[src/sv/cubic_curve_point_eval_macros.svh]
// ---------------------------------------------------------------------------
// Assertion macros for the cubic curve point evaluator
// Shared property shapes, clocked on clock and disabled while reset is high.
// ---------------------------------------------------------------------------
`ifndef CUBIC_CURVE_POINT_EVAL_MACROS_SVH
`define CUBIC_CURVE_POINT_EVAL_MACROS_SVH

// same-cycle implication
`define CCPE_ASSERT_IMPLY(label, cond, prop) \
   label: assert property (@(posedge clock) disable iff (reset) (cond) |-> (prop)) \
      else $error("ccpe: same-cycle check failed");

// next-cycle implication
`define CCPE_ASSERT_NEXT(label, cond, prop) \
   label: assert property (@(posedge clock) disable iff (reset) (cond) |=> (prop)) \
      else $error("ccpe: next-cycle check failed");

`endif

[src/sv/ccpe_pkg.sv]
// ---------------------------------------------------------------------------
// ccpe_pkg
// Types, widths and constants shared by the cubic curve point evaluator.
// ---------------------------------------------------------------------------
package ccpe_pkg;

   // base sizes
   localparam int COORD_BITS  = 16;
   localparam int T_FRAC_BITS = 16;
   localparam int PARAM_T_W   = T_FRAC_BITS + 1;
   localparam int COLOR_W     = 24;
   localparam int DIM_W       = 13;

   // weight datapath: t^2, t^3, and weights up to 7*S^3 before final value
   localparam int SQ_W     = 2 * T_FRAC_BITS + 1;
   localparam int CUBE_W   = 3 * T_FRAC_BITS + 1;
   localparam int WEIGHT_W = 3 * T_FRAC_BITS + 3;
   localparam int WSUM_W   = WEIGHT_W + 2;

   // weights are split in two halves for the coordinate multiplies
   localparam int LO_W        = (WEIGHT_W + 1) / 2;
   localparam int HI_W        = WEIGHT_W - LO_W;
   localparam int PROD_W      = LO_W + COORD_BITS + 1;
   localparam int SUM_W       = PROD_W + 2;
   localparam int FLOOR_SHIFT = 3 * T_FRAC_BITS - LO_W;
   localparam int PX_W        = COORD_BITS + 3;

   // floor divide by six: bias to non-negative, multiply by reciprocal
   localparam int DIV_N_W = COORD_BITS + 3;
   localparam int DIV_K   = DIV_N_W + 3;
   localparam int RECIP_W = DIV_K - 2;
   localparam int DIV_P_W = DIV_N_W + RECIP_W;
   localparam longint unsigned DIV6_RECIP_VAL = ((64'd1 << DIV_K) + 64'd5) / 64'd6;
   localparam logic [RECIP_W-1:0] DIV6_RECIP  = RECIP_W'(DIV6_RECIP_VAL);
   localparam logic [DIV_N_W-1:0] DIV6_OFFSET = DIV_N_W'(6 * (1 << (COORD_BITS - 1)));
   localparam logic [COORD_BITS:0] HALF_RANGE = (COORD_BITS + 1)'(1) << (COORD_BITS - 1);

   localparam int CMP_W = (COORD_BITS > DIM_W) ? COORD_BITS : DIM_W;

   // fixed-point one and the two weight totals
   localparam logic [PARAM_T_W-1:0] T_ONE   = PARAM_T_W'(1) << T_FRAC_BITS;
   localparam logic [WEIGHT_W-1:0]  S_CUBE  = WEIGHT_W'(1) << (3 * T_FRAC_BITS);
   localparam logic [WSUM_W-1:0] BEZIER_SUM  = WSUM_W'(1) << (3 * T_FRAC_BITS);
   localparam logic [WSUM_W-1:0] BSPLINE_SUM = (BEZIER_SUM << 2) + (BEZIER_SUM << 1);

   // register stages from accept to result
   localparam int W_STAGES   = 4;
   localparam int C_STAGES   = 3;
   localparam int PIPE_DEPTH = 9;

   // basis codes
   localparam logic BASIS_BEZIER  = 1'b0;
   localparam logic BASIS_BSPLINE = 1'b1;

   // CSR map
   localparam int CSR_ADDR_W = 3;
   localparam int CSR_DATA_W = 32;
   localparam logic [DIM_W-1:0] WIDTH_RESET  = DIM_W'(640);
   localparam logic [DIM_W-1:0] HEIGHT_RESET = DIM_W'(480);

   typedef enum logic {
      REG_IMAGE_WIDTH  = 1'b0,
      REG_IMAGE_HEIGHT = 1'b1
   } csr_reg_type;

   typedef logic signed [COORD_BITS-1:0] coord_type;

   typedef struct packed {
      logic                 basis;
      logic [PARAM_T_W-1:0] param_t;
      coord_type            ctrl0_x;
      coord_type            ctrl0_y;
      coord_type            ctrl1_x;
      coord_type            ctrl1_y;
      coord_type            ctrl2_x;
      coord_type            ctrl2_y;
      coord_type            ctrl3_x;
      coord_type            ctrl3_y;
      logic [COLOR_W-1:0]   pixel_color;
   } req_type;

   typedef struct packed {
      coord_type          point_x;
      coord_type          point_y;
      logic               inside_res;
      logic [COLOR_W-1:0] paint_color;
   } rsp_type;

   // side data that rides along the weight, product and sum stages
   typedef struct packed {
      logic                 valid;
      logic                 basis;
      coord_type [3:0]      ctrl_x;
      coord_type [3:0]      ctrl_y;
      logic [COLOR_W-1:0]   color;
   } tag_type;

   typedef logic [3:0][WEIGHT_W-1:0] weight_type;

   // unscaled point, floored by S^3 only
   typedef struct packed {
      logic                   valid;
      logic                   basis;
      logic [COLOR_W-1:0]     color;
      logic signed [PX_W-1:0] x;
      logic signed [PX_W-1:0] y;
   } pos_type;

   typedef struct packed {
      logic [DIM_W-1:0] width;
      logic [DIM_W-1:0] height;
   } bounds_type;

endpackage

[src/sv/ccpe_finish.sv]
// ---------------------------------------------------------------------------
// ccpe_finish
// Floor divide by six for B-spline points, bounds test, result register.
// ---------------------------------------------------------------------------
module ccpe_finish (
   input  logic                 clock,
   input  logic                 reset,
   input  ccpe_pkg::pos_type    pos_in,
   input  ccpe_pkg::bounds_type bounds,
   output logic                 rsp_strobe,
   output ccpe_pkg::rsp_type    rsp_data
);
   import ccpe_pkg::*;

   // stage 8: biased value times reciprocal of six
   logic [DIV_N_W-1:0]  n_x, n_y;
   logic [DIV_P_W-1:0]  s8_dx_in, s8_dy_in, s8_dx_ff, s8_dy_ff;
   logic                s8_valid_ff, s8_basis_ff;
   logic [COLOR_W-1:0]  s8_color_ff;
   coord_type           s8_px_ff, s8_py_ff;
   // stage 9: select, bounds, result
   logic [COORD_BITS:0] q_x, q_y;
   coord_type           fx, fy;
   rsp_type             rsp_in, rsp_ff;
   logic                strobe_ff;

   // n = px + 6 * 2^(COORD_BITS-1) is never negative
   always_comb begin
      n_x      = DIV_N_W'(pos_in.x) + DIV6_OFFSET;
      n_y      = DIV_N_W'(pos_in.y) + DIV6_OFFSET;
      s8_dx_in = n_x * DIV6_RECIP;
      s8_dy_in = n_y * DIV6_RECIP;
   end

   always_ff @(posedge clock) begin
      s8_dx_ff    <= s8_dx_in;
      s8_dy_ff    <= s8_dy_in;
      s8_basis_ff <= pos_in.basis;
      s8_color_ff <= pos_in.color;
      s8_px_ff    <= pos_in.x[COORD_BITS-1:0];
      s8_py_ff    <= pos_in.y[COORD_BITS-1:0];
   end

   // remove the bias, pick the basis result, test the image bounds
   always_comb begin
      q_x = s8_dx_ff[DIV_K +: COORD_BITS+1] - HALF_RANGE;
      q_y = s8_dy_ff[DIV_K +: COORD_BITS+1] - HALF_RANGE;
      fx  = (s8_basis_ff == BASIS_BSPLINE) ? q_x[COORD_BITS-1:0] : s8_px_ff;
      fy  = (s8_basis_ff == BASIS_BSPLINE) ? q_y[COORD_BITS-1:0] : s8_py_ff;
      rsp_in.point_x     = fx;
      rsp_in.point_y     = fy;
      rsp_in.inside_res  = !fx[COORD_BITS-1] && !fy[COORD_BITS-1]
                           && (CMP_W'($unsigned(fx)) < CMP_W'(bounds.width))
                           && (CMP_W'($unsigned(fy)) < CMP_W'(bounds.height));
      rsp_in.paint_color = s8_color_ff;
   end

   always_ff @(posedge clock) begin
      rsp_ff <= rsp_in;
   end

   always_ff @(posedge clock) begin
      if (reset) begin
         s8_valid_ff <= 1'b0;
         strobe_ff   <= 1'b0;
      end else begin
         s8_valid_ff <= pos_in.valid;
         strobe_ff   <= s8_valid_ff;
      end
   end

   assign rsp_strobe = strobe_ff;
   assign rsp_data   = rsp_ff;

endmodule

[config.mk]
export PLATFORM = sky130hd
export DESIGN_NAME = ccpe_finish
export DESIGN_NICKNAME = d
export VERILOG_FILES = /design/src/sv/cubic_curve_point_eval_macros.svh /design/src/sv/ccpe_pkg.sv /design/src/sv/ccpe_finish.sv
export SDC_FILE = /design/constraint.sdc
export NUM_CORES = 1
export LEC_CHECK = 0
export BUFFER_PORTS_ARGS = -buffer_cell sky130_fd_sc_hd__buf_2
export CAP_MARGIN = 25
export CORE_MARGIN = 1.5
export CORE_UTILIZATION = 45
export DETAILED_ROUTE_END_ITERATION = 8
export PLACE_DENSITY_LB_ADDON = 0.05
export SYNTH_ARGS = -nofsm -noshare
export SYNTH_HDL_FRONTEND = slang
export SYNTH_SLANG_ARGS = --single-unit
[constraint.sdc]
create_clock -name clock -period 16.3 [get_ports clock]
set_clock_uncertainty 0.15 [all_clocks]
set_input_delay 3.26 -clock clock [delete_from_list [all_inputs] [get_ports clock]]
set_output_delay 3.26 -clock clock [all_outputs]
set_load 0.01 [all_outputs]
Yosys cells after proc, flatten, opt, wreduce, memory -nomap -nowiden
Cells that the tools add are included.
{"block": "word_totals", "output_inout_bits": 58, "latchBits": 0, "inputBits": 92, "ramBits": 0, "n_memories": 0, "wordCells": 27, "reg_bits": 192, "romBits": 0}
{"block": "classes", "bitwise": 0, "mux": 2, "n_mul": 2, "n_eq_ne": 0, "addsub": 4, "n_lt_le_gt_ge": 2, "shifts": 0, "reduce_logical": 5, "n_div": 0}
{"op": "19-bit by 20-bit multiplier with 38-bit output, second input constant", "count": 2}
{"op": "19-bit by 18-bit adder with 19-bit output, second input constant", "count": 2}
{"op": "16-bit by 13-bit less-than comparator with 1-bit output", "count": 2}
{"op": "16-bit 2-to-1 mux", "count": 2}
{"op": "16-bit subtractor, second input constant", "count": 2}
{"op": "1-bit logical AND", "count": 3}
{"op": "1-bit zero test", "count": 2}

Depth between registers and ports, before layout
Gate-level depths: netlist (run 1).
{"block": "logic_depth", "word_depth": 6, "ltp_mapped": 24}

Least setup slack after synthesis (run 1)
No wires, ideal clock.
{"block": "synth_timing", "path_type": "input to register", "start": "input port pos_in[35] (netlist name)", "end": "register s8_dx_ff[35]", "setup_slack_ns": 7.509, "required_ns": 16.091, "t_arrival_ns": 8.581, "path_stages": 22, "path_cell_list": "inv_1 -> ha_1 -> xnor2_1 -> ha_1 -> inv_1 -> fa_1 -> inv_1 -> fa_1 -> inv_1 -> fa_1 -> fa_1 -> fa_1 -> inv_1 -> ha_1 -> clkbuf_1 -> a21oi_1 -> o21a_1 -> o211ai_1 -> o21ai_0 -> o21ai_0 -> mux2i_1 -> o311a_1"}
{"block": "synth_via", "elab_chain_len": 2}
{"item": "start: declaration", "line": "ccpe_finish.sv:8", "text": "input ccpe_pkg::pos_type pos_in,"}
{"item": "19-bit by 18-bit adder with 19-bit output", "line": "ccpe_finish.sv:29", "text": "n_x = DIV_N_W'(pos_in.x) + DIV6_OFFSET;"}
{"item": "19-bit by 20-bit multiplier with 38-bit output", "line": "ccpe_finish.sv:31", "text": "s8_dx_in = n_x * DIV6_RECIP;"}
{"item": "via s8_dx_in[35]", "line": "ccpe_finish.sv:17", "text": "logic [DIV_P_W-1:0] s8_dx_in, s8_dy_in, s8_dx_ff, s8_dy_ff;"}
{"item": "end signal: assignment", "line": "ccpe_finish.sv:36", "text": "s8_dx_ff <= s8_dx_in;"}
{"item": "end: declaration", "line": "ccpe_finish.sv:17"}
The timed path passes the listed nets, and every way through them passes these cells.
A chain may end at the register's enable or synchronous reset.

Worst setup path in the final report (run 1)
{"block": "layout_timing", "start": "input port pos_in[35] (netlist name)", "end": "register s8_dx_ff[37]"}
Same word-level chain as after synthesis.

==> results of run 1 <==
-- worst paths after layout --
kind / from / to / slack, ps
setup / recovery: pos_in[35] / s8_dx_ff[37] / 7330
hold / removal: s8_color_ff[14] / rsp_data[14] / 170
hold reg to reg: s8_color_ff[14] / rsp_data[14] / 170
setup reg to reg: s8_basis_ff / rsp_data[24] / 13350
-- placed cells by master (no fill, tap or decap), types with 17 or more instances in the layout --
master	count
inv_1	399
fa_1	198
nand3_1	17
o21ai_0	40
dfxtp_1	147
nand2_1	39
a21oi_1	61
a21o_1	36
ha_1	286
clkbuf_16	17
xnor2_1	26
mux2_2	30
buf_2	149
nor2_1	29
-- metrics by stage --
| step | hold WS (ps) | cell area [sq um] |
|---|---|---|
| after floorplan | 160 | 15100 |
| after global placement | 160 | 16300 |
| after detailed placement | 162 | 16300 |
| after CTS | 177 | 16900 |
| after global routing | 183 | 16900 |
| final | 173 | 16900 |
-- worst reg2reg max path, delay by kind of cell, from the launching register on --
family	cells	cell delay (ps)
buffers and inverters	1	400
AND/OR/NAND/NOR	1	70
flip-flops	1	310
AO/OA/AOI/OAI	5	1180
multiplexers	1	450
adder cells (fa/ha/maj)	1	270
-- registers in the layout (all words and copies together), names as in the netlist --
name / flops
rsp_data: 57
rsp_strobe: 1
s8_basis_ff: 1
s8_color_ff: 24
s8_dx_ff: 16
s8_dy_ff: 16
s8_px_ff: 16
s8_py_ff: 16
s8_valid_ff: 1
-- per-layer routing --
metal / part of all wire, % / track usage (%) / wire [um]
met5: 0 / 0 / 0
met2: 52 / 39.5 / 18500
met4: 2.5 / 6.71 / 877
met1: 43 / 26.9 / 15400
met3: 2.7 / 2.99 / 952
-- cell type report --
type	instances	area share (%)
flip-flops and latches	148	17.5
clock inverters	15	1.11
repair buffers	150	4.45
well taps	442	3.27
inverters	399	8.86
multi-input cells	936	62.3
clock buffers	17	2.52
-- kinds of logic after synthesis --
logic type,share of synthesized area [%]
DFF,19.7
and+or+nand+nor,5.46
adders and majority gates,50.1
buffers and inverters,10.4
xor gates and xnor gates,2.27
muxes,2.64
AOI/OAI and AO/OA,9.46
==> metrics.txt, run 1 <==
fillers=3144; most frequent cell after synthesis=inv_1; core area=0.0327 sq mm; vias in the first global route=10847; ant diodes=0; gpl congestion=0.899; Placed Cells=2075; GRT Resource Usage Total=21.9%; Crit path required time=16470 ps; reg2reg path depth=9; hold path depth=0; ys flop type=dfxtp_1; synthesized area=0.0151 sq mm; first-pass GRT wire length=57000 um; clock buffer depth=2; Layout Cells excl Fill=2107; pre-CTS setup slack=6920 ps; critical path, cell by cell=buf_2 -> inv_1 -> ha_1 -> xnor2_1 -> ha_1 -> inv_1 -> fa_1 -> inv_1 -> fa_1 -> inv_1 -> fa_1 -> fa_1 -> fa_1 -> inv_1 -> ha_1 -> a21oi_1 -> o21ai_0 -> a21boi_0 -> o21ai_0 -> a31oi_1 -> o211ai_1 -> xnor2_1; count of cell types in the netlist=61; via count=10308; Ys Warns=0; worst-path fanout max=9; setup total negative slack=0 ps; largest area contributor in the synthesized netlist=fa_1; H-tree level count=4; critical path class=in -> reg; fmax=111 MHz; family with the most delay on the worst path=adder cells; register area=0.00296 sq mm; max cap viols=0; crit end category=flip-flop; DRC=0; Sink Count=148; Final Util=51.7%; setup repair bufs after CTS=0; Worst path depth=22; # nets final=~2200; Detail Placement HPWL=31600 um; worst skew pair latency=around 430 ps; Synth top area share=26.3%; share of cells above drive strength 1=13.5%; PostCTS Resize Cnt=0; Die W=186 um; Critical path buffers and inverters=6; EDFF count, synth=0; initial antenna violation count=3; IO buf count=149; HP Class=reg -> reg; Clk pin slew, worst setup/hold paths=around 70 ps; syn nets=between 2000 and 2500; Pins Over Slew Limit=0; Post-CTS Hold Fix Bufs=0; minimum clock period=8970 ps; RSZ-0062 raised after global routing=no; max incr delay on CP=590 ps; initial core utilization=46.1%; sequential share of the synthesized area=19.7%; Post-synth top cells=399 x inv_1, 286 x ha_1, 198 x fa_1; root buffer cell=clkbuf_16; period utilization=a little under three fifths; Async S/R FF share, synth=0%; Critical Path AT=9140 ps; Worst Slack Setup Final=7330 ps; drt pass-1 iters=5; Max stage delay cell, worst path=fa_1; Rel. slew slack=52.8%; Remaining Overflow, GRT=0; final antenna-violating net count=0; Multi-input gate area=0.0105 sq mm; worst slew pin tran=700 ps; DR vias/cell=between 4 and 5; Final setup viols=0; TritonCTS clock tree=built; full die area=roughly 0.035 sq mm; WL final=35800 um; Final Hold Violating Endpoints=0; average size of a mapped cell=10.0 sq um; DRT iter0 DRCs=350; status=finished, final reports clean; Cells after Synth=1502; IO Pins=150; row count=66; Die H=186 um; top cells by area, synth=fa_1 26%, ha_1 24%, dfxtp_1 20%; largest net degree at the start of global routing=37; Startpoint Class=input port; wire per inst=17.0 um; #FFs+latches synth=148; CTS Buf Count=17; Syn-to-layout area delta=12.3%
Power of run 1 is left out: the tool's default activity adds up to more than one toggle a clock period on the data nets, which glitch-free logic cannot reach.
==> inputs of run 2 (changes only) <==
==> constraint.sdc (replaced) <==
create_clock -name clock -period 8.4 [get_ports clock]
set_clock_uncertainty 0.15 [all_clocks]
set_input_delay 1.68 -clock clock [delete_from_list [all_inputs] [get_ports clock]]
set_output_delay 1.68 -clock clock [all_outputs]
set_load 0.01 [all_outputs]
==> metrics.txt, run 2 (synthesized netlist as in run 1, its figures left out) <==
Critical Path AT=7550 ps (-1590 ps); max cap viols=0 (unchanged); status=finished, final reports clean; PostCTS Resize Cnt=0 (unchanged); wire per inst=16.9 um (-0.45%); via count=10281 (-0.26%); core area=0.0327 sq mm (unchanged); Post-CTS Hold Fix Bufs=0 (unchanged); worst slew pin tran=677 ps (-23.3 ps); DR WL met3=942 um (-1.1%); RSZ-0062 raised after global routing=no; worst-path fanout max=9 (unchanged); H-tree level count=4 (unchanged); Syn-to-layout area delta=12.2% (about the same); commonest cells after routing, fill and taps aside=399 x inv_1, 286 x ha_1, 198 x fa_1, 149 x buf_2, 147 x dfxtp_1; final antenna-violating net count=0 (unchanged); clock buffer depth=2 (unchanged); setup repair bufs after CTS=0 (unchanged); period utilization=87.9%; max reg flops=57 (unchanged); reg2reg path depth=9 (unchanged); Remaining Overflow, GRT=0 (unchanged); GRT Resource Usage Total=21.8% (-0.098 points); largest net degree at the start of global routing=37 (unchanged); crit end category=flip-flop; IO buf count=149 (unchanged); first-pass GRT wire length=56800 um (-0.42%); Final Hold Violating Endpoints=0 (unchanged); M1 WL=15300 um (-0.53%); full die area=0.0346 sq mm (unchanged); Pins Over Slew Limit=0 (unchanged); Die W=186 um (unchanged); minimum clock period=roughly 7400 ps; Sink Count=148 (unchanged); hold path depth=0 (unchanged); critical path class=in -> reg; drt pass-1 iters=4 (-1); HP Class=reg -> reg; uppermost layer routed=met4; TritonCTS clock tree=built; initial core utilization=46.1% (unchanged); gpl congestion=0.899 (unchanged); Detail Placement HPWL=31600 um (+0.21%); vias in the first global route=10815 (-0.30%); setup total negative slack=0 ps (unchanged); DRC=0 (unchanged); worst skew pair latency=430 ps (about the same); DRT iter0 DRCs=362 (+3.4%); commonest non-fill, non-tap cell in the layout=inv_1; IO Pins=150 (unchanged); Startpoint Class=input port; DR vias/cell=4.88 (-0.26%); ant diodes=0 (unchanged); row count=66 (unchanged); Rel. slew slack=54.4% (+1.6 points); Die H=186 um (unchanged); met2 wire len=18600 um (+0.44%); WL final=35600 um (-0.45%); CTS Buf Count=17 (unchanged); Clk pin slew, worst setup/hold paths=70 ps (about the same); root buffer cell=clkbuf_16; fmax=135 MHz; Crit path required time=8560 ps (-7910 ps); share of cells above drive strength 1=13.5% (unchanged); Final setup viols=0 (unchanged); # nets final=2228 (unchanged); initial antenna violation count=2 (-1)
-- run 2: cell count changes in the layout (fill, tap and decap cells not counted), sizes merged --
cell | previous run | this run
clkinv | 9 | 8
inv | 404 | 405
-- run 2: path summary, 6_finish.rpt --
path / start / to / slack [ps]
worst max-delay path: pos_in[35] / s8_dx_ff[37] / 1010
worst min-delay path: s8_color_ff[11] / rsp_data[11] / 180
worst max register to register: s8_basis_ff / rsp_data[24] / 5440
worst min register to register: s8_color_ff[11] / rsp_data[11] / 180
-- run 2: layer usage --
metal | up-vias | track usage [%]
li1 | 5153 | -
met1 | 4932 | 26.7
met2 | 154 | 40.0
met3 | 42 | 2.70
met4 | 0 | 5.87
met5 | - | 0
-- run 2: metrics by stage --
step	setup WS, ps	util [%]	instances	instance area (sq um)	hold WS (ps)
3_5_place_dp	609	49.8	2075	16300	162
5_1_grt	633	51.7	2107	16900	182
3_3_place_gp	748	49.8	2075	16300	160
6_report	1010	51.7	2107	16900	178
2_1_floorplan	1190	-	1502	15100	160
4_1_cts	1050	51.7	2107	16900	178
-- run 2: area by class of cell --
type / instances / area, sq um
repair buffers: 150 / 753
flip-flops and latches: 148 / 2960
multi-input cells: 936 / 10500
fillers: 3097 / 15800
clock inverters: 15 / 183
clock buffers: 17 / 425
inverters: 399 / 1500
well taps: 442 / 553
-- run 2: critical path, stage by stage --
cell      delay [ps]
buf_2             90
inv_1             70
ha_1             240
xnor2_1          310
ha_1             300
inv_1             80
fa_1             570
inv_1             90
fa_1             590
inv_1            110
fa_1             560
fa_1             460
fa_1             550
inv_1             40
ha_1             410
a21oi_1          220
o21ai_0          140
a21boi_0         190
o21ai_0           90
a31oi_1          410
o211ai_1         190
xnor2_1          150
Power of run 2 is left out for the same reason.
