**src/sv/cubic_curve_point_eval_macros.svh**
```systemverilog
// ---------------------------------------------------------------------------
// Assertion macros for the cubic curve point evaluator
// Shared property shapes, clocked on clock and disabled while reset is high.
// ---------------------------------------------------------------------------
`ifndef CUBIC_CURVE_POINT_EVAL_MACROS_SVH
`define CUBIC_CURVE_POINT_EVAL_MACROS_SVH

// same-cycle implication
`define CCPE_ASSERT_IMPLY(label, cond, prop) \
   label: assert property (@(posedge clock) disable iff (reset) (cond) |-> (prop)) \
      else $error("ccpe: same-cycle check failed");

// next-cycle implication
`define CCPE_ASSERT_NEXT(label, cond, prop) \
   label: assert property (@(posedge clock) disable iff (reset) (cond) |=> (prop)) \
      else $error("ccpe: next-cycle check failed");

`endif

```
**src/sv/ccpe_pkg.sv**
```systemverilog
// ---------------------------------------------------------------------------
// ccpe_pkg
// Types, widths and constants shared by the cubic curve point evaluator.
// ---------------------------------------------------------------------------
package ccpe_pkg;

   // base sizes
   localparam int COORD_BITS  = 16;
   localparam int T_FRAC_BITS = 16;
   localparam int PARAM_T_W   = T_FRAC_BITS + 1;
   localparam int COLOR_W     = 24;
   localparam int DIM_W       = 13;

   // weight datapath: t^2, t^3, and weights up to 7*S^3 before final value
   localparam int SQ_W     = 2 * T_FRAC_BITS + 1;
   localparam int CUBE_W   = 3 * T_FRAC_BITS + 1;
   localparam int WEIGHT_W = 3 * T_FRAC_BITS + 3;
   localparam int WSUM_W   = WEIGHT_W + 2;

   // weights are split in two halves for the coordinate multiplies
   localparam int LO_W        = (WEIGHT_W + 1) / 2;
   localparam int HI_W        = WEIGHT_W - LO_W;
   localparam int PROD_W      = LO_W + COORD_BITS + 1;
   localparam int SUM_W       = PROD_W + 2;
   localparam int FLOOR_SHIFT = 3 * T_FRAC_BITS - LO_W;
   localparam int PX_W        = COORD_BITS + 3;

   // floor divide by six: bias to non-negative, multiply by reciprocal
   localparam int DIV_N_W = COORD_BITS + 3;
   localparam int DIV_K   = DIV_N_W + 3;
   localparam int RECIP_W = DIV_K - 2;
   localparam int DIV_P_W = DIV_N_W + RECIP_W;
   localparam longint unsigned DIV6_RECIP_VAL = ((64'd1 << DIV_K) + 64'd5) / 64'd6;
   localparam logic [RECIP_W-1:0] DIV6_RECIP  = RECIP_W'(DIV6_RECIP_VAL);
   localparam logic [DIV_N_W-1:0] DIV6_OFFSET = DIV_N_W'(6 * (1 << (COORD_BITS - 1)));
   localparam logic [COORD_BITS:0] HALF_RANGE = (COORD_BITS + 1)'(1) << (COORD_BITS - 1);

   localparam int CMP_W = (COORD_BITS > DIM_W) ? COORD_BITS : DIM_W;

   // fixed-point one and the two weight totals
   localparam logic [PARAM_T_W-1:0] T_ONE   = PARAM_T_W'(1) << T_FRAC_BITS;
   localparam logic [WEIGHT_W-1:0]  S_CUBE  = WEIGHT_W'(1) << (3 * T_FRAC_BITS);
   localparam logic [WSUM_W-1:0] BEZIER_SUM  = WSUM_W'(1) << (3 * T_FRAC_BITS);
   localparam logic [WSUM_W-1:0] BSPLINE_SUM = (BEZIER_SUM << 2) + (BEZIER_SUM << 1);

   // register stages from accept to result
   localparam int W_STAGES   = 4;
   localparam int C_STAGES   = 3;
   localparam int PIPE_DEPTH = 9;

   // basis codes
   localparam logic BASIS_BEZIER  = 1'b0;
   localparam logic BASIS_BSPLINE = 1'b1;

   // CSR map
   localparam int CSR_ADDR_W = 3;
   localparam int CSR_DATA_W = 32;
   localparam logic [DIM_W-1:0] WIDTH_RESET  = DIM_W'(640);
   localparam logic [DIM_W-1:0] HEIGHT_RESET = DIM_W'(480);

   typedef enum logic {
      REG_IMAGE_WIDTH  = 1'b0,
      REG_IMAGE_HEIGHT = 1'b1
   } csr_reg_type;

   typedef logic signed [COORD_BITS-1:0] coord_type;

   typedef struct packed {
      logic                 basis;
      logic [PARAM_T_W-1:0] param_t;
      coord_type            ctrl0_x;
      coord_type            ctrl0_y;
      coord_type            ctrl1_x;
      coord_type            ctrl1_y;
      coord_type            ctrl2_x;
      coord_type            ctrl2_y;
      coord_type            ctrl3_x;
      coord_type            ctrl3_y;
      logic [COLOR_W-1:0]   pixel_color;
   } req_type;

   typedef struct packed {
      coord_type          point_x;
      coord_type          point_y;
      logic               inside_res;
      logic [COLOR_W-1:0] paint_color;
   } rsp_type;

   // side data that rides along the weight, product and sum stages
   typedef struct packed {
      logic                 valid;
      logic                 basis;
      coord_type [3:0]      ctrl_x;
      coord_type [3:0]      ctrl_y;
      logic [COLOR_W-1:0]   color;
   } tag_type;

   typedef logic [3:0][WEIGHT_W-1:0] weight_type;

   // unscaled point, floored by S^3 only
   typedef struct packed {
      logic                   valid;
      logic                   basis;
      logic [COLOR_W-1:0]     color;
      logic signed [PX_W-1:0] x;
      logic signed [PX_W-1:0] y;
   } pos_type;

   typedef struct packed {
      logic [DIM_W-1:0] width;
      logic [DIM_W-1:0] height;
   } bounds_type;

endpackage

```
**src/sv/ccpe_csr.sv**
```systemverilog
// ---------------------------------------------------------------------------
// ccpe_csr
// APB register file holding the image width and height.
// ---------------------------------------------------------------------------
module ccpe_csr (
   input  logic                          clock,
   input  logic                          reset,
   input  logic                          psel,
   input  logic                          penable,
   input  logic                          pwrite,
   input  logic [ccpe_pkg::CSR_ADDR_W-1:0] paddr,
   input  logic [ccpe_pkg::CSR_DATA_W-1:0] pwdata,
   output logic [ccpe_pkg::CSR_DATA_W-1:0] prdata,
   output logic                          pready,
   output ccpe_pkg::bounds_type          bounds
);
   import ccpe_pkg::*;

   logic [DIM_W-1:0] width_ff, width_in;
   logic [DIM_W-1:0] height_ff, height_in;
   logic             wr_en;
   csr_reg_type      reg_sel;

   assign pready  = 1'b1;
   assign wr_en   = psel && penable && pwrite;
   assign reg_sel = csr_reg_type'(paddr[2]);

   // write decode
   always_comb begin
      width_in  = width_ff;
      height_in = height_ff;
      if (wr_en) begin
         case (reg_sel)
            REG_IMAGE_WIDTH:  width_in  = pwdata[DIM_W-1:0];
            REG_IMAGE_HEIGHT: height_in = pwdata[DIM_W-1:0];
            default: ;
         endcase
      end
   end

   always_ff @(posedge clock) begin
      if (reset) begin
         width_ff  <= WIDTH_RESET;
         height_ff <= HEIGHT_RESET;
      end else begin
         width_ff  <= width_in;
         height_ff <= height_in;
      end
   end

   // read mux
   always_comb begin
      case (reg_sel)
         REG_IMAGE_WIDTH:  prdata = {{(CSR_DATA_W-DIM_W){1'b0}}, width_ff};
         REG_IMAGE_HEIGHT: prdata = {{(CSR_DATA_W-DIM_W){1'b0}}, height_ff};
         default:          prdata = '0;
      endcase
   end

   assign bounds.width  = width_ff;
   assign bounds.height = height_ff;

endmodule

```
**config.mk**
```make
export PLATFORM = sky130hd
export DESIGN_NAME = ccpe_csr
export DESIGN_NICKNAME = d
export VERILOG_FILES = /design/src/sv/cubic_curve_point_eval_macros.svh /design/src/sv/ccpe_pkg.sv /design/src/sv/ccpe_csr.sv
export SDC_FILE = /design/constraint.sdc
export NUM_CORES = 1
export LEC_CHECK = 0
export BUFFER_PORTS_ARGS = -buffer_cell sky130_fd_sc_hd__clkbuf_2
export CORE_MARGIN = 2
export CORE_UTILIZATION = 36
export CTS_CLUSTER_SIZE = 30
export DETAILED_ROUTE_END_ITERATION = 6
export GPL_TIMING_DRIVEN = 0
export HOLD_SLACK_MARGIN = 0.05
export PLACE_DENSITY = 0.72
export SYNTH_ARGS = -nofsm -noshare
export SYNTH_HDL_FRONTEND = slang
export SYNTH_SLANG_ARGS = --single-unit
```
**constraint.sdc**
```tcl
create_clock -name clock -period 1 [get_ports clock]
set_input_delay 0.05 -clock clock [delete_from_list [all_inputs] [get_ports clock]]
set_output_delay 0.05 -clock clock [all_outputs]
set_load 0.005 [all_outputs]
```
Word-level counts from Yosys, hierarchy flattened
Index checks and enable logic that the tools add are counted.
- multiplexer cells: 1
- bitwise logic cells: 1
- reduce and logical (&&, ||, !) cells: 4
- operator list (cell ; count):
    32-bit one-hot mux with 2 select lines ; 1
    2-bit AND reduction ; 2
    1-bit logical AND ; 2
    1-bit inverter ; 1
- register bits after elaboration: 26
- word-level logic and storage cells: 8

Longest topological paths before layout
Gate-level depths: netlist (run 1).
- depth after elaboration: 3
- gate-level depth with buffers: 4
- mapped depth without buffers: 2

Least setup slack after synthesis (run 1)
No wires, ideal clock.
- kind: input to register
- start: in paddr[2] (netlist bit)
- end: reg width_ff[0]
- setup time: 72 ps
- arrival time: 726 ps
- data required time: 928 ps
- setup slack: 202 ps
- cell stages on the path: 4
- buffers on the path: 2
- path through: buf_6 -> and4b_1 -> buf_6 -> mux2i_1
- cells in the longest elaborated chain, start to end: 2
- ends and longest elaborated chain (what ; line ; source):
    start, declared ; ccpe_csr.sv:11 ; input logic [ccpe_pkg::CSR_ADDR_W-1:0] paddr,
    1-bit inverter (no line) ; -- ;
    2-bit AND reduction (no line) ; -- ;
    end signal, assigned ; ccpe_csr.sv:46 ; width_ff <= width_in;
    end, declared ; ccpe_csr.sv:19 ; logic [DIM_W-1:0] width_ff, width_in;
No other way between the ends.
A chain may end at the register's enable or synchronous reset.

Worst setup path after layout (run 1)
- start: reg width_ff[5]
- end: out prdata[5] (netlist bit)
- cells in the longest elaborated chain, start to end: 1
- ends and longest elaborated chain (what ; line ; source):
    32-bit one-hot mux with 2 select lines ; ccpe_csr.sv:53 ; case (reg_sel)
    end, declared ; ccpe_csr.sv:13 ; output logic [ccpe_pkg::CSR_DATA_W-1:0] prdata,
No other way between the ends. The select of a mux whose other input is x is not followed.

==> flow_metrics.env, run 1 <==
export IMPL_layout_drive_gt1_share_pct=57.75
export IMPL_die_area_um2=4460
export IMPL_antenna_found_initial=0
export IMPL_die_height_um=66.78
export IMPL_ys_seq_elements=26
export IMPL_maximum_number_of_pins_on_one_net_before_global_route_repair=16
export IMPL_floorplan_die_width_um=66.78
export IMPL_tritoncts_num_buffers=3
export IMPL_worst_r2r_startpoint="width_ff[8]"
export IMPL_drc=0
export IMPL_initialDrtViolationCount=24
export IMPL_routed_wire_per_std_cell_um=11.79
export IMPL_layout_worst_path_cycle_share_pct=102.6
export IMPL_overflow=0
export IMPL_synth_warnings=0
export IMPL_boundaryPins=99
export IMPL_cts_htree_levels=1
export IMPL_violations="setup timing"
export IMPL_cts_tree="yes"
export IMPL_vdd_drop_max_mv=0.6931
export IMPL_port_buffers=56
export IMPL_num_clock_sinks=26
export IMPL_pre_cts_slack_ns=0.003800
export IMPL_filler_cell_count=336
export IMPL_timing_critical_path_arrival_ns=0.98
export IMPL_cp_startpoint="width_ff[5]"
export IMPL_post_synth_num_cell_types=13
export IMPL_worstHoldPathType="input pin to flip-flop"
export IMPL_timing_clock_skew_ns=0
export IMPL_synth_top_cells_by_area="sky130_fd_sc_hd__dfxtp_1, sky130_fd_sc_hd__mux2i_1, sky130_fd_sc_hd__nand2b_1"
export IMPL_rsz0062_at_grt="true"
export IMPL_final_nets=299
export IMPL_cp_data_required_time_ns=0.95
export IMPL_achievable_frequency_mhz=974.4
export IMPL_netlist_area_leader_share_pct=36.68
export IMPL_clock_latency_late_sink_ns=0.26
export IMPL_cap_violations=0
export IMPL_number_of_global_route_vias_before_repair=1209
export IMPL_core_area_um2=3716
export IMPL_num_vias=1292
export IMPL_fin_ws_ns=-0.02629
export IMPL_routed_wirelength_um=3607
export IMPL_outcome="finished, violations left"
export IMPL_timing_critical_path_from_type="flip-flop"
export IMPL_holdWs_ns=0.1657
export IMPL_routabilityCongestion=0.6508
export IMPL_post_synth_cell_area_avg_um2=9.992
export IMPL_postSynthCellCount=142
export IMPL_start_to_end_type_of_the_worst_setup_path="flip-flop to output pin"
export IMPL_power_per_cell_area_nw_per_um2=1029
export IMPL_antennaDiodeCount=0
export IMPL_timing_final_hold_violations=0
export IMPL_seq_area_frac_synth_pct=36.68
export IMPL_clkSlewWorstSetupHoldPaths_ns=0.09
export IMPL_tmin_final_ns=1.026
export IMPL_synth_largest_area_cell="sky130_fd_sc_hd__dfxtp_1"
export IMPL_hold_start="reset"
export IMPL_grt_pass1_wl_um=5637
export IMPL_critical_path_max_fanout=2
export IMPL_track_usage_pct=16.48
export IMPL_row_count=22
export IMPL_setup_violations_final=12
export IMPL_setup_worst_path_end_class="output pin"
export IMPL_first_pass_iters=4
export IMPL_leakage_nw=1.186
export IMPL_netlist_area_um2=1419
export IMPL_floorplan_initialDensity_pct=38.18
export IMPL_clock_root_buffer="sky130_fd_sc_hd__clkbuf_8"
export IMPL_route_antenna_remaining_nets=0
export IMPL_slew_viols_final=0
export IMPL_cts_root_to_sink_buffers=2
export IMPL_via_per_inst=4.222
export IMPL_dp_hpwl_um=2339
export IMPL_area_growth_syn_to_layout_pct=61.55
area by class of cell:
cell class	count	area, µm²	share of cell area (%)
repair buffers	94	604.3	26.36
plain buffers	28	202.7	8.843
clock buffers	3	41.29	1.801
flip-flops and latches	26	553.0	24.13
clock inverters	1	30.03	1.310
multi-input cells	106	800.8	34.93
well taps	48	60.06	2.620
repair_timing:
action                                  4_1_cts  5_1_grt
endpoints found under the setup margin       13       13
resized for setup                            35        3
buffers inserted                             24        1
hold buffers                                 13        0
endpoints found under the hold margin        19        0
Yosys cell counts:
library cell,count
sky130_fd_sc_hd__nand2b_1,32
sky130_fd_sc_hd__dfxtp_1,26
sky130_fd_sc_hd__mux2i_1,26
sky130_fd_sc_hd__buf_4,22
sky130_fd_sc_hd__mux2_2,13
sky130_fd_sc_hd__nor2_1,11
sky130_fd_sc_hd__clkbuf_1,4
sky130_fd_sc_hd__buf_6,2
sky130_fd_sc_hd__conb_1,2
sky130_fd_sc_hd__and4_1,1
sky130_fd_sc_hd__and4b_1,1
sky130_fd_sc_hd__nand4_2,1
sky130_fd_sc_hd__nand4b_1,1
state kept, by name, indices dropped and copies added, names as in the netlist:
signal	flops
height_ff	13
width_ff	13
stage by stage:
stage / total power, mW / utilization [%] / cells / TNS, ns / cell area, µm²
after global placement: 1.425 / 49.16 / 264 / 0 / 1827
after detailed placement: 1.428 / 49.16 / 264 / 0 / 1827
final: 2.358 / 61.68 / 306 / -0.1369 / 2292
after CTS: 2.373 / 61.21 / 305 / -0.2377 / 2275
after global routing: 2.476 / 61.68 / 306 / -0.6971 / 2292
after floorplan: 1.311 / - / 160 / 0 / 1486
cells by family after synthesis:
family                 count (synthesis)  share of synthesized area, %
buffers and inverters                 28                         14.29
and+or+nand+nor                       47                         19.84
other                                  2                        0.5293
muxes                                 39                         28.66
DFF                                   26                         36.68
critical path: stages, from the launching register on:
cell and delay [ns]:
sky130_fd_sc_hd__dfxtp_2 0.33, sky130_fd_sc_hd__mux2_2 0.26, sky130_fd_sc_hd__buf_6 0.12
routing by layer:
layer | routed length [µm] | global-route usage [%] | vias up
met5 | 0 | 0 | -
met4 | 13 | 3.061 | 0
met3 | 205 | 2.365 | 2
met2 | 1766 | 29.50 | 42
met1 | 1622 | 21.01 | 587
li1 | - | - | 661
cells in the final DEF (no fill, tap or decap), drive strengths merged:
cell	netlist	final
conb	2	20
buf	24	50
nand4b	1	1
nand2b	32	32
mux2i	26	26
nand4	1	1
dfxtp	26	26
and4b	1	1
and4	1	1
bufinv	0	1
clkbuf	4	62
dlygate4sd3	0	13
nor2	11	11
mux2	13	13
power breakdown:
group / leakage, nW / total, mW / internal (mW) / switching, mW
sequential: 0.218 / 1.07 / 1.06 / 0.0127
clock: 0.0357 / 0.859 / 0.535 / 0.324
combinational: 0.932 / 0.425 / 0.256 / 0.170
total: 1.19 / 2.36 / 1.85 / 0.506
path summary, 6_finish.rpt:
path / end / slack [ns] / cells past startpoint
worst min-delay path: height_ff[12] / 0.17 / 3
worst max register to register: width_ff[8] / 0.19 / 4
worst max-delay path: prdata[5] / -0.03 / 2
worst min register to register: height_ff[1] / 0.49 / 2
Note: power is estimated with default switching activity, not from simulation.
==> run 2, diff against run 1 <==
- CORE_MARGIN: 2 -> 3
- clock period: 1 -> 1.1 ns (I/O delays scaled with it)
==> flow_metrics.env, run 2 (synthesized netlist as in run 1, its figures left out) <==
export IMPL_track_usage_pct=12.88
export IMPL_tmin_final_ns=1.032
export IMPL_floorplan_initialDensity_pct=37.90
export IMPL_clock_root_buffer="sky130_fd_sc_hd__clkbuf_8"
export IMPL_dp_hpwl_um=2387
export IMPL_clkSlewWorstSetupHoldPaths_ns=0.09
export IMPL_holdWs_ns=0.05749
export IMPL_timing_clock_skew_ns=0
export IMPL_start_to_end_type_of_the_worst_setup_path="flip-flop to output pin"
export IMPL_cts_root_to_sink_buffers=2
export IMPL_cts_tree="yes"
export IMPL_maximum_number_of_pins_on_one_net_before_global_route_repair=14
export IMPL_antennaDiodeCount=0
export IMPL_routabilityCongestion=0.6585
export IMPL_core_area_um2=3744
export IMPL_boundaryPins=99
export IMPL_layoutNonFillerInstCount=273
export IMPL_outcome="completed"
export IMPL_pre_cts_slack_ns=0.1510
export IMPL_die_height_um=68.78
export IMPL_route_antenna_remaining_nets=0
export IMPL_port_buffers=56
export IMPL_timing_setup_tns_ns=0
export IMPL_worstHoldPathType="input pin to flip-flop"
export IMPL_routed_wirelength_um=3130
export IMPL_overflow=0
export IMPL_layout_worst_path_cycle_share_pct=93.86
export IMPL_num_clock_sinks=26
export IMPL_setup_worst_path_end_class="output pin"
export IMPL_power_per_cell_area_nw_per_um2=940.4
export IMPL_placed_cells_incl_taps=264
export IMPL_largest_registers_ranked_by_flip_flop_count="height_ff x13, width_ff x13"
export IMPL_setup_violations_final=0
export IMPL_drc=0
export IMPL_via_per_inst=4.198
export IMPL_layout_cells_most_common_list="sky130_fd_sc_hd__clkbuf_2, sky130_fd_sc_hd__nand2b_1, sky130_fd_sc_hd__mux2i_1, sky130_fd_sc_hd__dfxtp_1, sky130_fd_sc_hd__buf_4"
export IMPL_cp_data_required_time_ns=1.04
export IMPL_cts_htree_levels=1
export IMPL_row_count=22
export IMPL_floorplan_die_width_um=68.78
export IMPL_num_vias=1146
export IMPL_antenna_found_initial=0
export IMPL_routed_wire_per_std_cell_um=11.47
export IMPL_timing_critical_path_from_type="flip-flop"
export IMPL_initialDrtViolationCount=8
export IMPL_filler_cell_count=364
export IMPL_first_pass_iters=2
export IMPL_achievable_frequency_mhz=968.6
export IMPL_timing_final_hold_violations=0
export IMPL_slew_viols_final=0
export IMPL_number_of_global_route_vias_before_repair=944
export IMPL_final_nets=267
export IMPL_fin_ws_ns=0.06755
export IMPL_die_area_um2=4731
export IMPL_cap_violations=0
export IMPL_area_growth_syn_to_layout_pct=35.89
export IMPL_pwr_total_mw=1.813
export IMPL_clock_latency_late_sink_ns=0.26
export IMPL_layout_drive_gt1_share_pct=43.11
export IMPL_tritoncts_num_buffers=3
export IMPL_critical_path_max_fanout=3
export IMPL_layout_commonest_cell="sky130_fd_sc_hd__clkbuf_2"
export IMPL_rsz0062_at_grt="false"
export IMPL_grt_pass1_wl_um=4519
export IMPL_leakage_nw=0.9707
export IMPL_vdd_drop_max_mv=0.4822
export IMPL_timing_critical_path_arrival_ns=0.98
## run 2: cell types whose count changed in the layout (fill, tap and decap cells not counted), sizes merged
cell and change:
bufinv -1, buf -26, clkbuf +1, dlygate4sd3 -7
## run 2: layer usage
metal	global-route usage [%]	share of wire [%]	up-vias
met5	0	0	-
li1	-	-	593
met2	22.29	48	37
met1	16.50	45	514
met4	3.650	0.35	0
met3	1.945	6.3	2
## run 2: final timing paths
path	from	end	slack, ns	cells after the start
max	width_ff[12]	prdata[12]	0.07	2
min	pwdata[10]	height_ff[10]	0.06	3
max reg2reg	width_ff[7]	width_ff[7]	0.45	2
min reg2reg	height_ff[11]	height_ff[11]	0.49	2
## run 2: report_power, final
group	total, mW	leakage [nW]	internal, mW	switching, mW
logic	0.314	0.739	0.182	0.133
registers	0.977	0.211	0.961	0.0154
clock network	0.522	0.0216	0.245	0.277
## run 2: worst max-delay path, cell delays in order (launching register included)
cell and delay (ns):
sky130_fd_sc_hd__dfxtp_1 0.34, sky130_fd_sc_hd__mux2_2 0.26, sky130_fd_sc_hd__clkbuf_2 0.11
## run 2: repair_timing
action | CTS | global route
setup endpoints to repair | 0 | 0
buffers inserted | 0 | 0
resized for setup | 0 | 0
hold buffers | 6 | 0
hold endpoints to repair | 7 | 0
## run 2: cell type report
class / count / area, µm² / share of cell area [%]
multi-input cells: 106 / 763.2 / 39.58
flip-flops and latches: 26 / 520.5 / 27.00
repair buffers: 62 / 340.3 / 17.65
plain buffers: 28 / 202.7 / 10.51
well taps: 48 / 60.06 / 3.115
clock buffers: 3 / 41.29 / 2.141
## run 2: stage by stage
step	utilization [%]	cell area (µm²)
floorplan	-	1486
CTS	51.50	1928
global placement	48.80	1827
finish	51.50	1928
global route	51.50	1928
detailed placement	48.80	1827
